### src/rtl/pidpic_pkg.sv
// Package for the clamped positional/incremental PID block.
// Holds field widths, the configuration and operand structs, and register indexes.
// No dependencies.
`timescale 1ns / 1ps

package pidpic_pkg;

  localparam int DataW  = 16;  // setpoint, measurement, error and drive width
  localparam int GainW  = 18;  // Q10.8 gain width
  localparam int LimitW = 15;  // integral clamp magnitude width
  localparam int IndexW = 3;   // configuration register index width
  localparam int OpW    = 18;  // multiplier operand width (second difference needs 18)
  localparam int ProdW  = GainW + OpW;
  localparam int AccW   = ProdW + 2;
  localparam int FracW  = 8;   // fraction bits of the gains

  localparam logic [LimitW-1:0] LimitReset = LimitW'(2500);

  // Register indexes on the configuration port
  localparam logic [IndexW-1:0] REG_GAIN_P = 3'd0;
  localparam logic [IndexW-1:0] REG_GAIN_I = 3'd1;
  localparam logic [IndexW-1:0] REG_GAIN_D = 3'd2;
  localparam logic [IndexW-1:0] REG_MODE   = 3'd3;
  localparam logic [IndexW-1:0] REG_LIMIT  = 3'd4;

  typedef enum logic {
    MODE_POSITIONAL  = 1'b0,
    MODE_INCREMENTAL = 1'b1
  } mode_t;

  typedef struct packed {
    logic signed [GainW-1:0] gain_p;
    logic signed [GainW-1:0] gain_i;
    logic signed [GainW-1:0] gain_d;
    mode_t                   mode;
    logic [LimitW-1:0]       limit;
  } cfg_t;

  // Multiplier operands for the three gain terms
  typedef struct packed {
    logic signed [OpW-1:0] p;
    logic signed [OpW-1:0] i;
    logic signed [OpW-1:0] d;
  } ops_t;

endpackage

### src/rtl/pidpic_cfg.sv
// Configuration register file for the PID block.
// Depends on pidpic_pkg (cfg_t, register indexes, reset values).
`timescale 1ns / 1ps

module pidpic_cfg (
  input  logic                          clk,
  input  logic                          rst,
  input  logic                          cfg_we,
  input  logic [pidpic_pkg::IndexW-1:0] cfg_index,
  input  logic [pidpic_pkg::GainW-1:0]  cfg_data,
  output pidpic_pkg::cfg_t              cfg
);
  import pidpic_pkg::*;

  // Register writes; indexes past the list are dropped
  always_ff @(posedge clk) begin
    if (rst) begin
      cfg.gain_p <= '0;
      cfg.gain_i <= '0;
      cfg.gain_d <= '0;
      cfg.mode   <= MODE_POSITIONAL;
      cfg.limit  <= LimitReset;
    end else if (cfg_we) begin
      unique case (cfg_index)
        REG_GAIN_P: cfg.gain_p <= $signed(cfg_data);
        REG_GAIN_I: cfg.gain_i <= $signed(cfg_data);
        REG_GAIN_D: cfg.gain_d <= $signed(cfg_data);
        REG_MODE:   cfg.mode   <= mode_t'(cfg_data[0]);
        REG_LIMIT:  cfg.limit  <= cfg_data[LimitW-1:0];
        default: ;
      endcase
    end
  end

endmodule

### src/rtl/pidpic_err.sv
// Input register and error stage: forms the error, updates the integral and
// error history, and registers the three multiplier operands.
// Depends on pidpic_pkg (cfg_t, ops_t, widths).
`timescale 1ns / 1ps

module pidpic_err (
  input  logic                          clk,
  input  logic                          rst,
  input  pidpic_pkg::cfg_t              cfg,
  input  logic                          in_valid,
  output logic                          in_ready,
  input  logic signed [pidpic_pkg::DataW-1:0] target_value,
  input  logic signed [pidpic_pkg::DataW-1:0] measured_value,
  output logic                          op_valid,
  input  logic                          op_ready,
  output pidpic_pkg::ops_t              ops
);
  import pidpic_pkg::*;

  logic                    s0_valid;
  logic signed [DataW-1:0] s0_target;
  logic signed [DataW-1:0] s0_measured;

  logic signed [DataW-1:0] error_sum;
  logic signed [DataW-1:0] previous_error;
  logic signed [DataW-1:0] second_previous_error;

  logic op_take;
  logic s0_take;
  logic s0_fire;

  logic signed [DataW:0]   diff;
  logic signed [DataW-1:0] err;
  logic signed [DataW:0]   sum_raw;
  logic signed [DataW:0]   lim_pos;
  logic signed [DataW:0]   lim_neg;
  logic signed [DataW:0]   sum_clamped;
  logic signed [DataW:0]   d1;
  logic signed [OpW-1:0]   d2;
  ops_t                    ops_next;

  assign op_take  = !op_valid || op_ready;
  assign s0_take  = !s0_valid || op_take;
  assign s0_fire  = s0_valid && op_take;
  assign in_ready = s0_take;

  // Input register
  always_ff @(posedge clk) begin
    if (rst) begin
      s0_valid <= 1'b0;
    end else if (s0_take) begin
      s0_valid <= in_valid;
    end
    if (s0_take && in_valid) begin
      s0_target   <= target_value;
      s0_measured <= measured_value;
    end
  end

  // Error, clamped integral and difference terms
  always_comb begin
    diff = {s0_target[DataW-1], s0_target} - {s0_measured[DataW-1], s0_measured};
    if (diff > (DataW+1)'(32767)) begin
      err = DataW'(32767);
    end else if (diff < -(DataW+1)'(32768)) begin
      err = DataW'(-32768);
    end else begin
      err = diff[DataW-1:0];
    end

    sum_raw = {error_sum[DataW-1], error_sum} + {err[DataW-1], err};
    lim_pos = $signed({2'b00, cfg.limit});
    lim_neg = -lim_pos;
    if (sum_raw > lim_pos) begin
      sum_clamped = lim_pos;
    end else if (sum_raw < lim_neg) begin
      sum_clamped = lim_neg;
    end else begin
      sum_clamped = sum_raw;
    end

    d1 = {err[DataW-1], err} - {previous_error[DataW-1], previous_error};
    d2 = OpW'(err) + OpW'(second_previous_error) - (OpW'(previous_error) <<< 1);

    unique case (cfg.mode)
      MODE_POSITIONAL: begin
        ops_next.p = OpW'(err);
        ops_next.i = OpW'(sum_clamped);
        ops_next.d = OpW'(d1);
      end
      MODE_INCREMENTAL: begin
        ops_next.p = OpW'(d1);
        ops_next.i = OpW'(err);
        ops_next.d = d2;
      end
      default: ops_next = '0;
    endcase
  end

  // Controller state, updated as each transaction leaves the input register
  always_ff @(posedge clk) begin
    if (rst) begin
      error_sum             <= '0;
      previous_error        <= '0;
      second_previous_error <= '0;
    end else if (s0_fire) begin
      previous_error <= err;
      if (cfg.mode == MODE_POSITIONAL) begin
        error_sum <= sum_clamped[DataW-1:0];
      end else begin
        second_previous_error <= previous_error;
      end
    end
  end

  // Operand register
  always_ff @(posedge clk) begin
    if (rst) begin
      op_valid <= 1'b0;
    end else if (op_take) begin
      op_valid <= s0_valid;
    end
    if (s0_fire) begin
      ops <= ops_next;
    end
  end

endmodule

### src/rtl/pidpic_mac.sv
// Multiply stage and output stage: three gain products, then sum, truncate
// toward zero, saturate and hold in the output register.
// Depends on pidpic_pkg (cfg_t, ops_t, widths).
`timescale 1ns / 1ps

module pidpic_mac (
  input  logic                                clk,
  input  logic                                rst,
  input  pidpic_pkg::cfg_t                    cfg,
  input  logic                                op_valid,
  output logic                                op_ready,
  input  pidpic_pkg::ops_t                    ops,
  output logic                                out_valid,
  input  logic                                out_ready,
  output logic signed [pidpic_pkg::DataW-1:0] drive_value
);
  import pidpic_pkg::*;

  logic                    pr_valid;
  logic signed [ProdW-1:0] prod_p;
  logic signed [ProdW-1:0] prod_i;
  logic signed [ProdW-1:0] prod_d;

  logic out_take;
  logic pr_take;

  logic signed [AccW-1:0]       acc;
  logic signed [AccW-FracW-1:0] quot;
  logic signed [DataW-1:0]      drive_next;

  assign out_take = !out_valid || out_ready;
  assign pr_take  = !pr_valid || out_take;
  assign op_ready = pr_take;

  // Product register
  always_ff @(posedge clk) begin
    if (rst) begin
      pr_valid <= 1'b0;
    end else if (pr_take) begin
      pr_valid <= op_valid;
    end
    if (pr_take && op_valid) begin
      prod_p <= cfg.gain_p * ops.p;
      prod_i <= cfg.gain_i * ops.i;
      prod_d <= cfg.gain_d * ops.d;
    end
  end

  // Sum, scale down with truncation toward zero, saturate
  always_comb begin
    acc  = AccW'(prod_p) + AccW'(prod_i) + AccW'(prod_d);
    quot = acc[AccW-1:FracW];
    if (acc[AccW-1] && (acc[FracW-1:0] != '0)) begin
      quot = quot + (AccW-FracW)'(1);
    end
    if (quot > (AccW-FracW)'(32767)) begin
      drive_next = DataW'(32767);
    end else if (quot < -(AccW-FracW)'(32768)) begin
      drive_next = DataW'(-32768);
    end else begin
      drive_next = quot[DataW-1:0];
    end
  end

  // Output register
  always_ff @(posedge clk) begin
    if (rst) begin
      out_valid <= 1'b0;
    end else if (out_take) begin
      out_valid <= pr_valid;
    end
    if (pr_valid && out_take) begin
      drive_value <= drive_next;
    end
  end

endmodule

### src/rtl/pid_position_incremental_clamped_top.sv
// Discrete PID controller, positional or incremental, with clamped integral.
// Channels: input transaction (target_value, measured_value) on in_valid/in_ready,
// result transaction (drive_value) on out_valid/out_ready, one result per input.
// Configuration: cfg_we writes cfg_data to register cfg_index (0 gain_p,
// 1 gain_i, 2 gain_d, 3 controller_mode, 4 integral_limit); other indexes are
// ignored. Write only while no transaction is in flight.
// Pipeline: input register, error/operand stage, product stage, output
// register. An accepted input passes through each of these registers in
// order before its result is presented.
// Throughput: one transaction per cycle while out_ready is held high; the
// integral and error history are updated in the error stage as a sample leaves
// the input register, so consecutive samples need no gap. Each stage has its
// own handshake: when the receiver stalls, the result holds in the output
// register and up to three more transactions are taken before in_ready drops.
// Reset (rst, synchronous): gains 0, positional mode, integral limit 2500,
// integral and error history cleared, pipeline emptied.
// Depends on pidpic_pkg, pidpic_cfg, pidpic_err, pidpic_mac.
`timescale 1ns / 1ps

module pid_position_incremental_clamped_top (
  input  logic                                clk,
  input  logic                                rst,
  input  logic                                cfg_we,
  input  logic [pidpic_pkg::IndexW-1:0]       cfg_index,
  input  logic [pidpic_pkg::GainW-1:0]        cfg_data,
  input  logic                                in_valid,
  output logic                                in_ready,
  input  logic signed [pidpic_pkg::DataW-1:0] target_value,
  input  logic signed [pidpic_pkg::DataW-1:0] measured_value,
  output logic                                out_valid,
  input  logic                                out_ready,
  output logic signed [pidpic_pkg::DataW-1:0] drive_value
);
  import pidpic_pkg::*;

  cfg_t cfg;
  ops_t ops;
  logic op_valid;
  logic op_ready;

  pidpic_cfg u_cfg (
    .clk       (clk),
    .rst       (rst),
    .cfg_we    (cfg_we),
    .cfg_index (cfg_index),
    .cfg_data  (cfg_data),
    .cfg       (cfg)
  );

  pidpic_err u_err (
    .clk            (clk),
    .rst            (rst),
    .cfg            (cfg),
    .in_valid       (in_valid),
    .in_ready       (in_ready),
    .target_value   (target_value),
    .measured_value (measured_value),
    .op_valid       (op_valid),
    .op_ready       (op_ready),
    .ops            (ops)
  );

  pidpic_mac u_mac (
    .clk         (clk),
    .rst         (rst),
    .cfg         (cfg),
    .op_valid    (op_valid),
    .op_ready    (op_ready),
    .ops         (ops),
    .out_valid   (out_valid),
    .out_ready   (out_ready),
    .drive_value (drive_value)
  );

endmodule

### config.mk
export PLATFORM = sky130hd
export DESIGN_NAME = pid_position_incremental_clamped_top
export DESIGN_NICKNAME = d
export VERILOG_FILES = /design/src/rtl/pidpic_pkg.sv /design/src/rtl/pidpic_cfg.sv /design/src/rtl/pidpic_err.sv /design/src/rtl/pidpic_mac.sv /design/src/rtl/pid_position_incremental_clamped_top.sv
export SDC_FILE = /design/constraint.sdc
export NUM_CORES = 2
export LEC_CHECK = 0
export ABC_AREA = 1
export BUFFER_PORTS_ARGS = -buffer_cell sky130_fd_sc_hd__buf_2
export CORE_ASPECT_RATIO = 1.2
export CORE_MARGIN = 1
export CORE_UTILIZATION = 60
export CTS_CLUSTER_DIAMETER = 200
export DETAILED_ROUTE_END_ITERATION = 10
export PLACE_DENSITY_LB_ADDON = 0.2
export SETUP_SLACK_MARGIN = 0.02
export SLEW_MARGIN = 15
export SYNTH_ARGS = -nofsm -noshare
export SYNTH_HDL_FRONTEND = slang
export SYNTH_HIERARCHICAL = 1
export SYNTH_SLANG_ARGS = --single-unit
### constraint.sdc
create_clock -name clk -period 6.8 [get_ports clk]
set_input_delay 1.36 -clock clk [delete_from_list [all_inputs] [get_ports clk]]
set_output_delay 1.36 -clock clk [all_outputs]
set_load 0.05 [all_outputs]
==> metrics.md <==
| Metric | Value |
|---|---|
| Post-synth net total | 8789 |
| Max Slew Vio Count | 0 |
| Antenna diodes | 0 |
| Worst slew pin tran | approximately 1.1 ns |
| Fin util | 64.8% |
| Initial Utilization | between 60% and 70% |
| R2R Setup Slk | roughly 0.22 ns |
| Antenna violations before repair | 3 |
| Setup_tns | 0 ns |
| DR WL/cell | 18.5 um |
| TritonCTS clock tree | yes |
| Synthesis-to-layout area growth | 7.21% |
| Yosys top cell by area | fa_1 |
| Hold wc startpoint | u_err/second_previous_error[13] |
| Power Dens Cells | 351 nW/um2 |
| Final WL | 160000 um |
| Core ar. | 96700 um2 |
| DP Worst Slack | -0.0561 ns |
| Seq/Total Area, Yosys | between 10% and 20% |
| Met2 WL | 76500 um |
| Setup Skew | 0.0149 ns |
| Die Ht | between 300 and 400 um |
| Clock-pin slew on the worst setup and hold paths | about 0.060 ns |
| Cell area after layout | around 63000 um2 |
| Crit path capture | u_mac/prod_p[34] |
| Flops & latches, synth | between 300 and 400 |
| Peak supply drop | approximately 0.37 mV |
| P_leak | 34.7 nW |
| CP Launch Type | flip-flop |
| Worst r2r dst | u_mac/prod_p[34] |
| Design Power | between 20 and 25 mW |
| First DRT Iteration DRCs | between 2000 and 3000 |
| Avg Cell Area, Syn | 8.03 um2 |
| Placed Cells | ~8500 |
| Outcome | completed |
| Relative slew slack | approximately a quarter |
| Slowest CP cell | edfxtp_1 |
| Total gr overflow | 0 |
| # H-tree levels | 2 |
| WHS | between 0.4 and 0.5 ns |
| Top_reg_cell synth | edfxtp_1 |
| DP Wirelength | around 130000 um |
| Top cells by area, synth | fa_1, nand2_1, inv_1 |
| Vias in the first global route | roughly 48000 |
| Root Driver | clkbuf_16 |
| Crit path DAT | between 6 and 7 ns |
| Crit Path Class | reg2reg |
| Final setup fails | 0 |
| Final min period | 6.58 ns |
| TritonRoute pass-1 iters | 5 |
| Yosys Warn Count | 6 |
| First-pass GRT wire length | ~250000 um |
| Placed cell area | ~61000 um2 |
| Clk Latency, worst-skew pair | around 0.59 ns |
| Gate Count Post-Synth | roughly 7300 |
| Die width | around 290 um |
| # rows | roughly 130 |
| Finished Layout Cells | 8662 |
| Worst setup margin | 0.220 ns |
| Number of max-cap violations | 0 |
| Worst r2r src | u_err/ops[39] |
| Post-synth EDFFs | around 210 |
| Crit path capture type | flip-flop |
| Hold crit path type | reg2reg |
| RSZ-0062 raised after global routing | yes |
| Synthesized cell area | between 50000 and 60000 um2 |
| Clock Path Buffers | 3 |
| TritonCTS Buffers | 41 |
| CP Max Fanout | 9 |
| Final Net Count | roughly 9000 |
| Hold Vio Cnt, Final | 0 |
| Worst Path Required | between 7 and 8 ns |
| Share of layout cells above drive strength 1 | slightly below 8% |
| Netlist cell types | between 60 and 70 |
| Die ar. | 98600 um2 |
| Vias per cell | approximately 5.4 |
| Clock sinks | 330 |
| Met3 wire len | 10700 um |
| Ys async rst share | 0% |
| I/O pin count | 76 |
| IO Port Bufs | 75 |
| Delay of the slowest critical-path stage | around 0.57 ns |
| Final GP Congestion | ~0.98 |
| Wire length on met1 | approximately 63000 um |
| Largest net degree at the start of global routing | between 70 and 80 |
| Period utilization | about 97% |
| Vias | around 46000 |
| Residual DRC | 0 |
| DR top layer | met5 |
| DRT antenna net count | 0 |
| Setup crit start | u_err/ops[39] |
| Post-synth top area share | between 30% and 40% |
| GRT Total Usage | roughly a third |
| Reg2reg path depth | 25 |
| F_max | 0.152 GHz |
[worst min path at each step]
stage / end / slack (ns) / cells after the start
final: u_err/second_previous_error[13] / 0.48 / 2
after detailed placement: u_err/second_previous_error[13] / 0.48 / 2
after CTS: u_err/second_previous_error[0] / 0.49 / 2
after global placement: u_err/second_previous_error[0] / 0.46 / 2
after floorplan: u_mac/out_valid / 0.44 / 2
after global routing: u_err/second_previous_error[2] / 0.50 / 2
[synth_stat cells, types with 13 or more instances]
cell / n
xnor2_1: 65
edfxtp_1: 208
o21ai_0: 107
nand3_1: 263
nor2_1: 340
a31oi_1: 26
buf_2: 13
nor3_1: 26
o21ai_1: 18
ha_1: 410
nand3_2: 14
o31ai_1: 14
dfxtp_1: 122
nor2_2: 29
fa_1: 1043
nand2_1: 1881
clkbuf_1: 229
inv_1: 1821
inv_2: 16
a21oi_1: 238
or2_2: 31
o21a_1: 23
nand4_1: 39
xor2_1: 117
nand2_2: 40
[flip-flops by register name, summed over array words and instances, names as in the netlist]
| name | count |
|---|---|
| u_mac/prod_p | 36 |
| u_err/second_previous_error | 16 |
| u_err/previous_error | 16 |
| u_err/s0_valid | 1 |
| u_mac/pr_valid | 1 |
| u_err/op_valid | 1 |
| u_err/error_sum | 16 |
| u_mac/prod_d | 36 |
| u_err/s0_measured | 16 |
| u_cfg/cfg | 70 |
| u_mac/out_valid | 1 |
| u_err/ops | 52 |
| u_mac/prod_i | 36 |
| u_err/s0_target | 16 |
| u_mac/drive_value | 16 |
[layout by cell type (no fill, tap or decap), types with 39 or more instances in the layout]
cell type  netlist  routed
nand2_1       1881    1880
inv_1         1821    1818
fa_1          1043    1042
ha_1           410     410
nor2_1         340     337
nand3_1        263     263
a21oi_1        238     236
buf_4           10     222
edfxtp_1       208     208
xor2_1         117     117
dfxtp_1        122     115
o21ai_0        107     106
buf_2           13      76
xnor2_1         65      65
clkbuf_16        0      43
nand2_2         40      41
nand4_1         39      39
[repair_timing]
item,CTS,global route
setup buffers,4,57
hold buffers,0,0
gates resized for setup,1,15
endpoints found under the setup margin,2,25
[critical path: cells and delay by family (launching register included)]
kind	cells	cell delay (ns)
compound gates	4	0.90
xor+xnor	1	0.09
simple gates	4	0.41
fa+ha+maj	7	3.43
flops	1	0.57
buf+inv	9	0.89
[power breakdown]
part	switching, mW	internal (mW)
clock	0.961	1.35
sequential	0.416	2.89
combinational	10.7	5.71
[cells by family (layout without fill, tap and decap cells)]
| group | after synthesis | count (layout) | synth area share [%] |
|---|---|---|---|
| buffers and inverters | 2116 | 2230 | 13.9 |
| multiplexers | 1 | 1 | 0.0171 |
| XOR/XNOR | 184 | 184 | 2.80 |
| flip-flops | 330 | 330 | 14.9 |
| adder cells (fa/ha/maj) | 1453 | 1453 | 44.5 |
| AO/OA/AOI/OAI | 482 | 482 | 4.63 |
| AND/OR/NAND/NOR | 2712 | 2712 | 19.3 |
[routing by layer]
| metal | GRT usage, % | up-vias |
|---|---|---|
| met4 | 17.3 | 6 |
| met1 | 42.2 | 22700 |
| li1 | - | 21600 |
| met2 | 56.2 | 1700 |
| met5 | 0 | - |
| met3 | 4.72 | 375 |
[cell type report]
class | count | area (um2)
clock buffer | 54 | 1180
clock inverter | 22 | 224
fill | 8507 | 34000
inverter | 1839 | 6910
multi-input combinational | 4832 | 41700
sequential | 330 | 8700
tap | 1270 | 1590
timing repair buffer | 315 | 2380
No activity file was read; power rests on OpenSTA's default activity.
